File: config.mk
export PLATFORM = sky130hd
export DESIGN_NAME = video_line_scan_framebuffer
export DESIGN_NICKNAME = d
export VERILOG_FILES = /design/src/rtl/vlsf_pkg.sv /design/src/rtl/video_line_scan_framebuffer.sv /design/src/rtl/vlsf_fbuf.sv
export SDC_FILE = /design/constraint.sdc
export NUM_CORES = 1
export LEC_CHECK = 0
export BUFFER_PORTS_ARGS = -buffer_cell sky130_fd_sc_hd__buf_2
export CAP_MARGIN = 5
export CORE_ASPECT_RATIO = 2
export CORE_MARGIN = 4
export CORE_UTILIZATION = 34
export DETAILED_ROUTE_END_ITERATION = 12
export MAX_ROUTING_LAYER = met4
export PLACE_DENSITY_LB_ADDON = 0.12
export SLEW_MARGIN = 20
export SYNTH_ARGS = -nofsm -noshare
export SYNTH_HDL_FRONTEND = slang
export SYNTH_SLANG_ARGS = --single-unit
File: constraint.sdc
create_clock -name clk -period 3.4 [get_ports clk]
set_input_delay 0.17 -clock clk [delete_from_list [all_inputs] [get_ports clk]]
set_output_delay 0.17 -clock clk [all_outputs]
set_load 0.05 [all_outputs]
File: src/rtl/vlsf_pkg.sv
// ----------------------------------------------------------------------------
// vlsf_pkg: shared types and constants for the line scan frame buffer
// Request and result payloads, command codes, register indexes and the frame
// buffer write and read requests that pass between the top level and the buffer memory.
// ----------------------------------------------------------------------------
package vlsf_pkg;

  // Command codes of an input request.
  typedef enum logic [1:0] {
    CMD_TICK   = 2'd0,
    CMD_BYTE   = 2'd1,
    CMD_REWIND = 2'd2
  } cmd_t;

  // Configuration register indexes.
  typedef enum logic [1:0] {
    REG_BLANK_LINES = 2'd0,
    REG_FRAME_LINES = 2'd1,
    REG_LINE_REPEAT = 2'd2
  } reg_idx_t;

  localparam int CFG_W     = 9;
  localparam int LINE_W    = 9;
  localparam int ROW_IDX_W = 5;
  localparam int REP_W     = 4;
  localparam int PTR_W     = 6;
  localparam int FB_ADDR_W = 4;
  localparam int ROW_BITS  = 32;
  localparam int LANES     = ROW_BITS / 8;

  // Lines at which the sync width changes.
  localparam logic [LINE_W-1:0] SYNC_LONG_LINE  = 9'd1;
  localparam logic [LINE_W-1:0] SYNC_SHORT_LINE = 9'd7;

  // Register reset values.
  localparam logic [7:0]        BLANK_RESET  = 8'd32;
  localparam logic [LINE_W-1:0] FRAME_RESET  = 9'd262;
  localparam logic [REP_W-1:0]  REPEAT_RESET = 4'd12;

  typedef struct packed {
    cmd_t       command;
    logic [7:0] data_byte;
  } in_t;

  typedef struct packed {
    logic                long_sync;
    logic                active_line;
    logic [ROW_BITS-1:0] pixels;
    logic                frame_done;
  } out_t;

  // One byte lane write into the frame buffer.
  typedef struct packed {
    logic                 en;
    logic [FB_ADDR_W-1:0] word;
    logic [1:0]           lane;
    logic [7:0]           data;
  } fb_wr_t;

  // One row read from the frame buffer.
  typedef struct packed {
    logic                 en;
    logic [FB_ADDR_W-1:0] word;
  } fb_rd_t;

endpackage

File: src/rtl/video_line_scan_framebuffer.sv
// ----------------------------------------------------------------------------
// video_line_scan_framebuffer: line timing generator with a row frame buffer
// Steps line timing on each tick and stores received bytes for display.
// ----------------------------------------------------------------------------
// Usage:
//   in_valid/in_stall/in_data carry requests: a line tick, a received byte
//   or a receive timeout. Only a tick produces a result on out_valid/
//   out_stall/out_data, describing the sync width, whether a buffer row is
//   shown with its pixels, and whether the frame ended.
//   One request is taken every cycle while in_stall is low. A tick result
//   passes through the registered read of the frame buffer row, loaded when
//   its request is accepted, and then the output register, loaded once that
//   register is free of a held result.
//   Byte writes go into the buffer at acceptance, so a tick that follows
//   in the next cycle already sees the byte.
//   When the receiver stalls, the output register holds its result and one
//   more tick can finish its buffer read behind it; only when both are
//   full is in_stall raised.
//   Reset clears the counters, the write pointer and the lane valid bits
//   (the buffer reads as zero), and loads the register defaults.
//   Configuration is written through cfg_we/cfg_addr/cfg_data while idle.
// ----------------------------------------------------------------------------
module video_line_scan_framebuffer #(
  parameter int ROWS = 16
) (
  input  logic                       clk,
  input  logic                       rst,
  input  logic                       cfg_we,
  input  logic [1:0]                 cfg_addr,
  input  logic [vlsf_pkg::CFG_W-1:0] cfg_data,
  input  logic                       in_valid,
  output logic                       in_stall,
  input  vlsf_pkg::in_t              in_data,
  output logic                       out_valid,
  input  logic                       out_stall,
  output vlsf_pkg::out_t             out_data
);
  import vlsf_pkg::*;

  localparam logic [PTR_W:0]     BYTES    = (PTR_W + 1)'(ROWS * LANES);
  localparam logic [ROW_IDX_W-1:0] ROWS_IDX = ROW_IDX_W'(ROWS);

  // Configuration registers.
  logic [7:0]        blank_lines;
  logic [LINE_W-1:0] frame_lines;
  logic [REP_W-1:0]  line_repeat;

  // Timing state.
  logic [LINE_W-1:0]    line_count, line_count_next;
  logic [ROW_IDX_W-1:0] row_index, row_index_next;
  logic [REP_W-1:0]     repeat_count, repeat_count_next;
  logic                 sync_is_long, sync_is_long_next;
  logic [PTR_W-1:0]     write_pointer, write_pointer_next;

  // Read stage.
  logic p1_valid, p1_sync, p1_active, p1_done;
  logic active_next, done_next;

  logic accept, tick, p1_go;
  logic [PTR_W-1:0] wr_idx;
  logic [PTR_W:0]   wr_inc;
  logic [REP_W-1:0] rep_inc;
  logic [LINE_W-1:0] line_inc;
  fb_wr_t fb_wr;
  fb_rd_t fb_rd;
  logic [ROW_BITS-1:0] fb_word;

  // Handshake: stall only when both the read stage and the output are held.
  assign p1_go    = p1_valid && (!out_valid || !out_stall);
  assign in_stall = p1_valid && out_valid && out_stall;
  assign accept   = in_valid && !in_stall;
  assign tick     = accept && (in_data.command == CMD_TICK);

  // Configuration writes.
  always_ff @(posedge clk) begin
    if (rst) begin
      blank_lines <= BLANK_RESET;
      frame_lines <= FRAME_RESET;
      line_repeat <= REPEAT_RESET;
    end else if (cfg_we) begin
      case (cfg_addr)
        REG_BLANK_LINES: blank_lines <= cfg_data[7:0];
        REG_FRAME_LINES: frame_lines <= cfg_data;
        REG_LINE_REPEAT: line_repeat <= cfg_data[REP_W-1:0];
        default: ;
      endcase
    end
  end

  // Write pointer and byte write request.
  always_comb begin
    wr_idx = (PTR_W + 1)'(write_pointer) >= BYTES ? '0 : write_pointer;
    wr_inc = (PTR_W + 1)'(wr_idx) + 1'b1;
    fb_wr.en   = 1'b0;
    fb_wr.word = wr_idx[FB_ADDR_W+1:2];
    fb_wr.lane = wr_idx[1:0];
    fb_wr.data = in_data.data_byte;
    write_pointer_next = write_pointer;
    if (accept) begin
      case (in_data.command)
        CMD_BYTE: begin
          fb_wr.en = 1'b1;
          write_pointer_next = (wr_inc >= BYTES) ? '0 : wr_inc[PTR_W-1:0];
        end
        CMD_REWIND: write_pointer_next = '0;
        default: ;
      endcase
    end
  end

  // Line timing for a tick, from the state before the tick.
  always_comb begin
    line_inc          = line_count + 1'b1;
    rep_inc           = repeat_count + 1'b1;
    line_count_next   = line_inc;
    row_index_next    = row_index;
    repeat_count_next = repeat_count;
    sync_is_long_next = sync_is_long;
    active_next       = 1'b0;
    done_next         = 1'b0;
    if (line_inc <= {1'b0, blank_lines}) begin
      if (line_inc == SYNC_LONG_LINE) begin
        sync_is_long_next = 1'b1;
        row_index_next    = '0;
      end else if (line_inc == SYNC_SHORT_LINE) begin
        sync_is_long_next = 1'b0;
      end
    end else if (row_index >= ROWS_IDX) begin
      if (line_inc >= frame_lines) begin
        line_count_next = '0;
        done_next       = 1'b1;
      end
    end else begin
      active_next       = 1'b1;
      repeat_count_next = rep_inc;
      if (rep_inc >= line_repeat) begin
        row_index_next    = row_index + 1'b1;
        repeat_count_next = '0;
      end
    end
  end

  // The row shown by a tick is the current row before it advances.
  assign fb_rd.en   = tick;
  assign fb_rd.word = row_index[FB_ADDR_W-1:0];

  vlsf_fbuf #(
    .ROWS(ROWS)
  ) u_fbuf (
    .clk    (clk),
    .rst    (rst),
    .wr     (fb_wr),
    .rd     (fb_rd),
    .rd_word(fb_word)
  );

  // State registers.
  always_ff @(posedge clk) begin
    if (rst) begin
      line_count    <= '0;
      row_index     <= '0;
      repeat_count  <= '0;
      sync_is_long  <= 1'b0;
      write_pointer <= '0;
    end else begin
      write_pointer <= write_pointer_next;
      if (tick) begin
        line_count   <= line_count_next;
        row_index    <= row_index_next;
        repeat_count <= repeat_count_next;
        sync_is_long <= sync_is_long_next;
      end
    end
  end

  // Read stage control.
  always_ff @(posedge clk) begin
    if (rst) begin
      p1_valid <= 1'b0;
    end else if (tick) begin
      p1_valid <= 1'b1;
    end else if (p1_go) begin
      p1_valid <= 1'b0;
    end
  end

  always_ff @(posedge clk) begin
    if (tick) begin
      p1_sync   <= sync_is_long_next;
      p1_active <= active_next;
      p1_done   <= done_next;
    end
  end

  // Output register.
  always_ff @(posedge clk) begin
    if (rst) begin
      out_valid <= 1'b0;
    end else if (p1_go) begin
      out_valid <= 1'b1;
    end else if (!out_stall) begin
      out_valid <= 1'b0;
    end
  end

  always_ff @(posedge clk) begin
    if (p1_go) begin
      out_data.long_sync   <= p1_sync;
      out_data.active_line <= p1_active;
      out_data.pixels      <= p1_active ? fb_word : '0;
      out_data.frame_done  <= p1_done;
    end
  end

  // Checks on the timing state and results.
  a_ptr_range: assert property (@(posedge clk) disable iff (rst)
    (PTR_W + 1)'(write_pointer) < BYTES)
    else $error("write pointer past the end of the buffer");

  a_row_range: assert property (@(posedge clk) disable iff (rst)
    row_index <= ROWS_IDX)
    else $error("row index past the last row");

  a_done_blank: assert property (@(posedge clk) disable iff (rst)
    out_valid && out_data.frame_done |-> !out_data.active_line)
    else $error("frame end on a picture line");

  a_blank_pixels: assert property (@(posedge clk) disable iff (rst)
    out_valid && !out_data.active_line |-> out_data.pixels == '0)
    else $error("pixels on a blank line");

endmodule

File: src/rtl/vlsf_fbuf.sv
// ----------------------------------------------------------------------------
// vlsf_fbuf: frame buffer memory with byte lanes
// Byte-wide writes into 32-bit rows and a registered row read. Each byte lane
// keeps a valid bit that reset clears, so an unwritten lane reads as zero.
// ----------------------------------------------------------------------------
module vlsf_fbuf #(
  parameter int ROWS = 16
) (
  input  logic                          clk,
  input  logic                          rst,
  input  vlsf_pkg::fb_wr_t              wr,
  input  vlsf_pkg::fb_rd_t              rd,
  output logic [vlsf_pkg::ROW_BITS-1:0] rd_word
);
  import vlsf_pkg::*;

  localparam int AW = (ROWS > 1) ? $clog2(ROWS) : 1;

  logic [LANES-1:0][7:0] mem [ROWS];
  logic [LANES-1:0]      lane_vld [ROWS];
  logic [LANES-1:0][7:0] rd_q;
  logic [LANES-1:0]      rd_vld;

  // Byte lane write and registered row read.
  always_ff @(posedge clk) begin
    if (wr.en) begin
      mem[wr.word[AW-1:0]][wr.lane] <= wr.data;
    end
    if (rd.en) begin
      rd_q <= mem[rd.word[AW-1:0]];
    end
  end

  // Lane valid bits, cleared at reset; the read captures them with the data.
  always_ff @(posedge clk) begin
    if (rst) begin
      for (int i = 0; i < ROWS; i++) begin
        lane_vld[i] <= '0;
      end
      rd_vld <= '0;
    end else begin
      if (wr.en) begin
        lane_vld[wr.word[AW-1:0]][wr.lane] <= 1'b1;
      end
      if (rd.en) begin
        rd_vld <= lane_vld[rd.word[AW-1:0]];
      end
    end
  end

  // Lanes never written read as zero.
  always_comb begin
    for (int l = 0; l < LANES; l++) begin
      rd_word[l*8 +: 8] = rd_q[l] & {8{rd_vld[l]}};
    end
  end

endmodule
# Yosys cells after proc, flatten, opt, wreduce, memory -nomap -nowiden
# Memory sizes are Yosys's and may differ from the RTL's. A register that Yosys moved wholly into a read port is not among the register bits.
# Cells that the tools add are included.
word_totals:
  mem_count: 2
  romBits: 0
  ram_bits: 576
  regBits: 86
  latchBits: 0
  wordCells: 102
op_classes:
  n_eq_ne: 9
  addsub: 4
  multipliers: 0
  shift: 0
  muxes: 34
  bitwise: 6
  div: 0
  n_lt_le_gt_ge: 7
  reduce_logical: 23
mem_list:
  columns: ["memory", "words", "word_bits", "read_ports", "rd_clocked_by_memory_dff", "wr", "line_no", "source"]
  rows:
  - ["u_fbuf.mem", 16, 32, 1, 1, 1, "vlsf_fbuf.sv:19", "logic [LANES-1:0][7:0] mem [ROWS];"]
  - ["u_fbuf.lane_vld", 16, 4, 1, 1, 16, "vlsf_fbuf.sv:20", "logic [LANES-1:0] lane_vld [ROWS];"]
ops:
  columns: ["op", "n"]
  rows:
  - ["8-bit bitwise AND", 4]
  - ["32-bit two-way mux", 1]
  - ["9-bit two-way mux", 3]
  - ["4-bit two-way mux", 5]
  - ["5-bit two-way mux", 4]
  - ["8-bit demux with 2-bit select", 1]
  - ["1-bit two-way mux", 16]
  - ["6-bit case mux with 2 select lines", 1]
  - ["9-bit by 1-bit adder with 9-bit output (second input constant)", 1]
  - ["9-bit by 1-bit equality test with 1-bit output (second input constant)", 1]
  - ["9-bit by 3-bit equality test with 1-bit output (second input constant)", 1]
  - ["9-bit >= comparator", 1]
  - ["9-bit by 8-bit less-or-equal comparator with 1-bit output", 1]
  - ["8-bit two-way mux", 1]
  - ["2-bit AND reduction", 4]
  - ["6-bit by 1-bit adder with 7-bit output (second input constant)", 1]
  - ["7-bit >= comparator (second input constant)", 1]
  - ["1-bit logical AND", 6]
  - ["6-bit two-way mux", 1]
  - ["2-bit nonzero test", 3]
  - ["5-bit by 1-bit adder with 5-bit output (second input constant)", 1]
  - ["5-bit >= comparator (second input constant)", 1]
  - ["4-bit by 1-bit adder with 4-bit output (second input constant)", 1]
  - ["2-bit by 1-bit equality test with 1-bit output (second input constant)", 2]
  - ["15 further kinds", 21]

# Longest topological paths before layout
depth:
  depth_word: 10
  depth_mapped: 13
  depth_no_buf: 12

# Modules after synthesis
# From an unflattened synthesis, not the netlist that was laid out.
hier_totals:
  hier_cells: 1571
  area_unflattened_um2: 27556.4
modules_own_cells:
  columns: ["module", "cells_per_inst", "instances", "area_each_um2"]
  rows:
  - ["vlsf_fbuf", 1154, 1, 23274.8]
  - ["video_line_scan_framebuffer", 417, 1, 4281.6]

# Least setup slack after synthesis
# No wires, ideal clock.
synth_path:
  kind: "register to register"
  from: "reg out_valid"
  to: "reg out_data[0] in the netlist's numbering, enable pin"
  arrival_ns: 3.122
  slack_ns: -0.203
  stages_incl_launch_ff: 2
  cell_sequence: "dfxtp_1 a21boi_0"
synth_via:
  elab_chain_cells: 3
synth_lines:
  columns: ["element", "line_no", "source"]
  rows:
  - ["start: declaration", "video_line_scan_framebuffer.sv:34", "output logic out_valid,"]
  - ["start signal: assignment", "video_line_scan_framebuffer.sv:198", "out_valid <= 1'b0;"]
  - ["start signal: assignment", "video_line_scan_framebuffer.sv:200", "out_valid <= 1'b1;"]
  - ["start signal: assignment", "video_line_scan_framebuffer.sv:202", "out_valid <= 1'b0;"]
  - ["1-bit zero test", "video_line_scan_framebuffer.sv:69", "assign p1_go = p1_valid && (!out_valid || !out_stall);"]
  - ["1-bit logical OR", "video_line_scan_framebuffer.sv:69", null]
  - ["1-bit logical AND", "video_line_scan_framebuffer.sv:69", null]
  - ["via p1_go", "video_line_scan_framebuffer.sv:59", "logic accept, tick, p1_go;"]
  - ["end: declaration", "video_line_scan_framebuffer.sv:36", "output vlsf_pkg::out_t out_data"]
# The timed path passes the listed nets, and every way through them passes these cells.
# A chain may end at the register's enable or synchronous reset.

# Worst setup path after layout
layout_path:
  from: "reg line_count[2]"
  to: "reg row_index[0]"
layout_via:
  elab_chain_cells: 4
layout_lines:
  columns: ["element", "line_no", "source"]
  rows:
  - ["start: declaration", "video_line_scan_framebuffer.sv:49", "logic [LINE_W-1:0] line_count, line_count_next;"]
  - ["start signal: assignment", "video_line_scan_framebuffer.sv:168", "line_count <= line_count_next;"]
  - ["9-bit by 1-bit adder with 9-bit output *", "video_line_scan_framebuffer.sv:113", "line_inc = line_count + 1'b1;"]
  - ["9-bit by 8-bit less-or-equal comparator with 1-bit output / 9-bit by 1-bit equality test with 1-bit output (equally long branches)", "video_line_scan_framebuffer.sv:121, video_line_scan_framebuffer.sv:122", null]
  - ["2-bit by 1-bit != test with 1-bit output (no line), or another cell as far along", null, null]
  - ["4-bit AND reduction (no line)", null, null]
  - ["end signal: assignment", "video_line_scan_framebuffer.sv:169", "row_index <= row_index_next;"]
  - ["end: declaration", "video_line_scan_framebuffer.sv:50", "logic [ROW_IDX_W-1:0] row_index, row_index_next;"]
# Every way passes the cells marked *; elsewhere a longest branch is shown, timed or not.

==> impl_metrics.ini <==
[yosys]
syn_nets = 1570
ys_seq_area_share_pct = 73.0
syn_area_sq_um = 27100
netlist.area_leader.share_pct = 64.4
synthCells = 1513
yosys.area_share.adder_pct = 1.47
synth-simple-area-share_pct = 6.40
synthTopCellsByArea = edfxtp_1, mux4_2, dfxtp_1, nor2_1, ha_1
synth.area.mux_share_pct = 15.1
ys_ff_latch = 698
synth_flop_cell = edfxtp_1
synth-edff-count = 582
synth_compound_area_share_pct = 2.08
synth.distinct_cells = 51
ys_warn_count = 0
synth_top_family_by_area = multiplexers
yosys.area.top_type = edfxtp_1
async_flop_share_pct = 0
avgSynthCellArea_sq_um = 17.9
synthXorXnorAreaFrac_pct = 0.388

[critical_path]
path_class = reg2reg
worstPathMaxFanout = 8
startpoint_type = flop
arrival_ns = 3.60
crit_required_ns = 3.88
end_kind = flop

[cells_and_area]
diodes = 0
multi_input_area_sq_um = 6940
final_nets = 1722
fin_util_pct = 39.5
final_layout_size_suffix_gt1_share_pct = 25.0
layout_commonest_cell = edfxtp_1
final_cell_mix = edfxtp_1, nor2_1, mux4_2, dfxtp_1, buf_4
fill_cells = 7140
regArea_sq_um = 19800
area.growth.synth_to_final_pct = 15.2

[place]
io_buffers = 62
dp_slack_ns = -0.0233
routabilityCongestion = 0.802
hpwlAfterDp_um = 41700

[power_and_ir_drop]
ir_worst_vdd_v = 0.000329
powerDensity_nw_per_um2 = 522
cellLeakagePower_uw = 0.0100
fin_total_pwr_uw = 16300

[floorplan]
die_height_um = 407
ios = 63
core_sq_um = 79100
num_rows = 146
dieArea_sq_um = 84600
start_util_pct = 34.3
chipWidth_um = 208

[sta]
timing.hold.ws_ns = 0.0650
worstMarginPinSlew_ns = 0.966
slew_viol_final = 0
skew_ns = 0.0211
slew-limit-headroom_pct = 35.6
fin_crit_ns = 3.13
hold_violations = 0
grt_setup_unrepaired = false
setup_viol = 0
post-route-period-util_pct = 92.0
max_freq_mhz = 320
finalWorstSetupSlack_ns = 0.273

[detailed_routing]
antenna_left = 0
wl_per_cell_um = 22.8
routed_wl_um = 62600
vias = 13490
via_per_inst = 4.91
drt_iter0_drc = 863
drcViolationCount = 0
firstDrtPassIters = 5

[clock_network]
numCtsBuffers = 60
clk_pin_slew_worst_paths_ns = 0.07
tritoncts = done
clock_sink_count = 698
clk_path_buf_depth = 3
clkLatencyLatePin_ns = 0.64
h-tree-depth = 2
cts_root_buffer = clkbuf_16

[grt]
grt_pass1_vias = 14876
track_usage_pct = 15.2
gr-total-overflow = 0
antenna_found_initial = 1
grt_pass1_wl_um = 94700
grt_max_degree = 66

[run_status]
outcome = complete, no violations

[run]
drv_cap = 0

[hold_path]
hold_path_class = in2reg
final timing paths:
| path | from | endpoint | slack [ns] | cells past startpoint |
|---|---|---|---|---|
| max | line_count[2] | row_index[0] | 0.27 | 11 |
| min | cfg_addr[0] | frame_lines[4] | 0.07 | 5 |
| max reg2reg | line_count[2] | row_index[0] | 0.27 | 11 |
| min reg2reg | p1_done | out_data[0] | 0.44 | 0 |
report_power, final:
group	internal [uW]	switching, uW	total (uW)
Clock	3610	3070	6680
Combinational	77.6	247	325
Sequential	9280	19.6	9290
Total	13000	3330	16300
final cells by class:
class	count	share of cell area [%]
Timing Repair Buffer	165	3.88
Inverter	30	0.360
Clock buffer	73	4.96
Clock inverter	38	1.01
Tap cell	1036	4.15
Multi-Input combinational cell	710	22.2
Sequential cell	698	63.4
sequential cells by signal, summed over array words and instances, names as in the netlist, 5 cells and up:
signal and cells:
u_fbuf.rd_q 32, row_index 5, wr_idx 6, u_fbuf.lane_vld 64, blank_lines 8, frame_lines 9, line_count 9, u_fbuf.mem 512
out_data 35
metrics by stage:
step | cell area [sq um] | TNS, ns | instances
after floorplan | 27100 | 0 | 1513
after detailed placement | 29200 | -0.0474 | 2627
after global placement | 29200 | 0 | 2627
after CTS | 31200 | 0 | 2750
final | 31200 | 0 | 2750
after global routing | 31200 | 0 | 2750
worst max-delay path: stages (launching register included):
cell and delay, ns:
dfxtp_1 0.47, nand3_2 0.20, nor3_1 0.28, xnor2_1 0.21
ha_1 0.29, o21a_1 0.19, o22ai_1 0.19, a21oi_1 0.11
a211oi_4 0.45, and4_1 0.39, or3_1 0.16, a21oi_1 0.06
cell usage after synthesis (7+ instances only):
cell type / n
edfxtp_1: 582
nor2_1: 226
mux4_2: 180
dfxtp_1: 116
nand2_1: 62
clkbuf_1: 52
a21oi_1: 40
and3_1: 37
ha_1: 31
inv_1: 30
nand3_1: 16
buf_2: 13
buf_1: 9
nor3_1: 9
o21ai_0: 8
xnor2_1: 8
a21o_1: 7
cell families (layout without fill, tap and decap cells):
kind of cell,count (synthesis),count (layout)
flops,698,698
fa+ha+maj,32,32
buf+inv,105,306
mux,185,185
simple gates,393,393
compound gates,88,88
xor+xnor,12,12
timing repair:
action                     in CTS  in global routing
resized for setup               1                  5
buffers inserted                0                  0
hold buffers                   12                  0
hold endpoints to repair       23                  0
setup endpoints to repair       4                 20
metal layers:
metal	up-vias	global-route usage [%]	wire, um
li1	6197	-	-
met1	7002	15.0	21500
met2	193	30.6	37900
met3	98	1.92	1620
met4	0	4.20	1620
met5	-	-	0
Power figures use the tool's default switching activity.
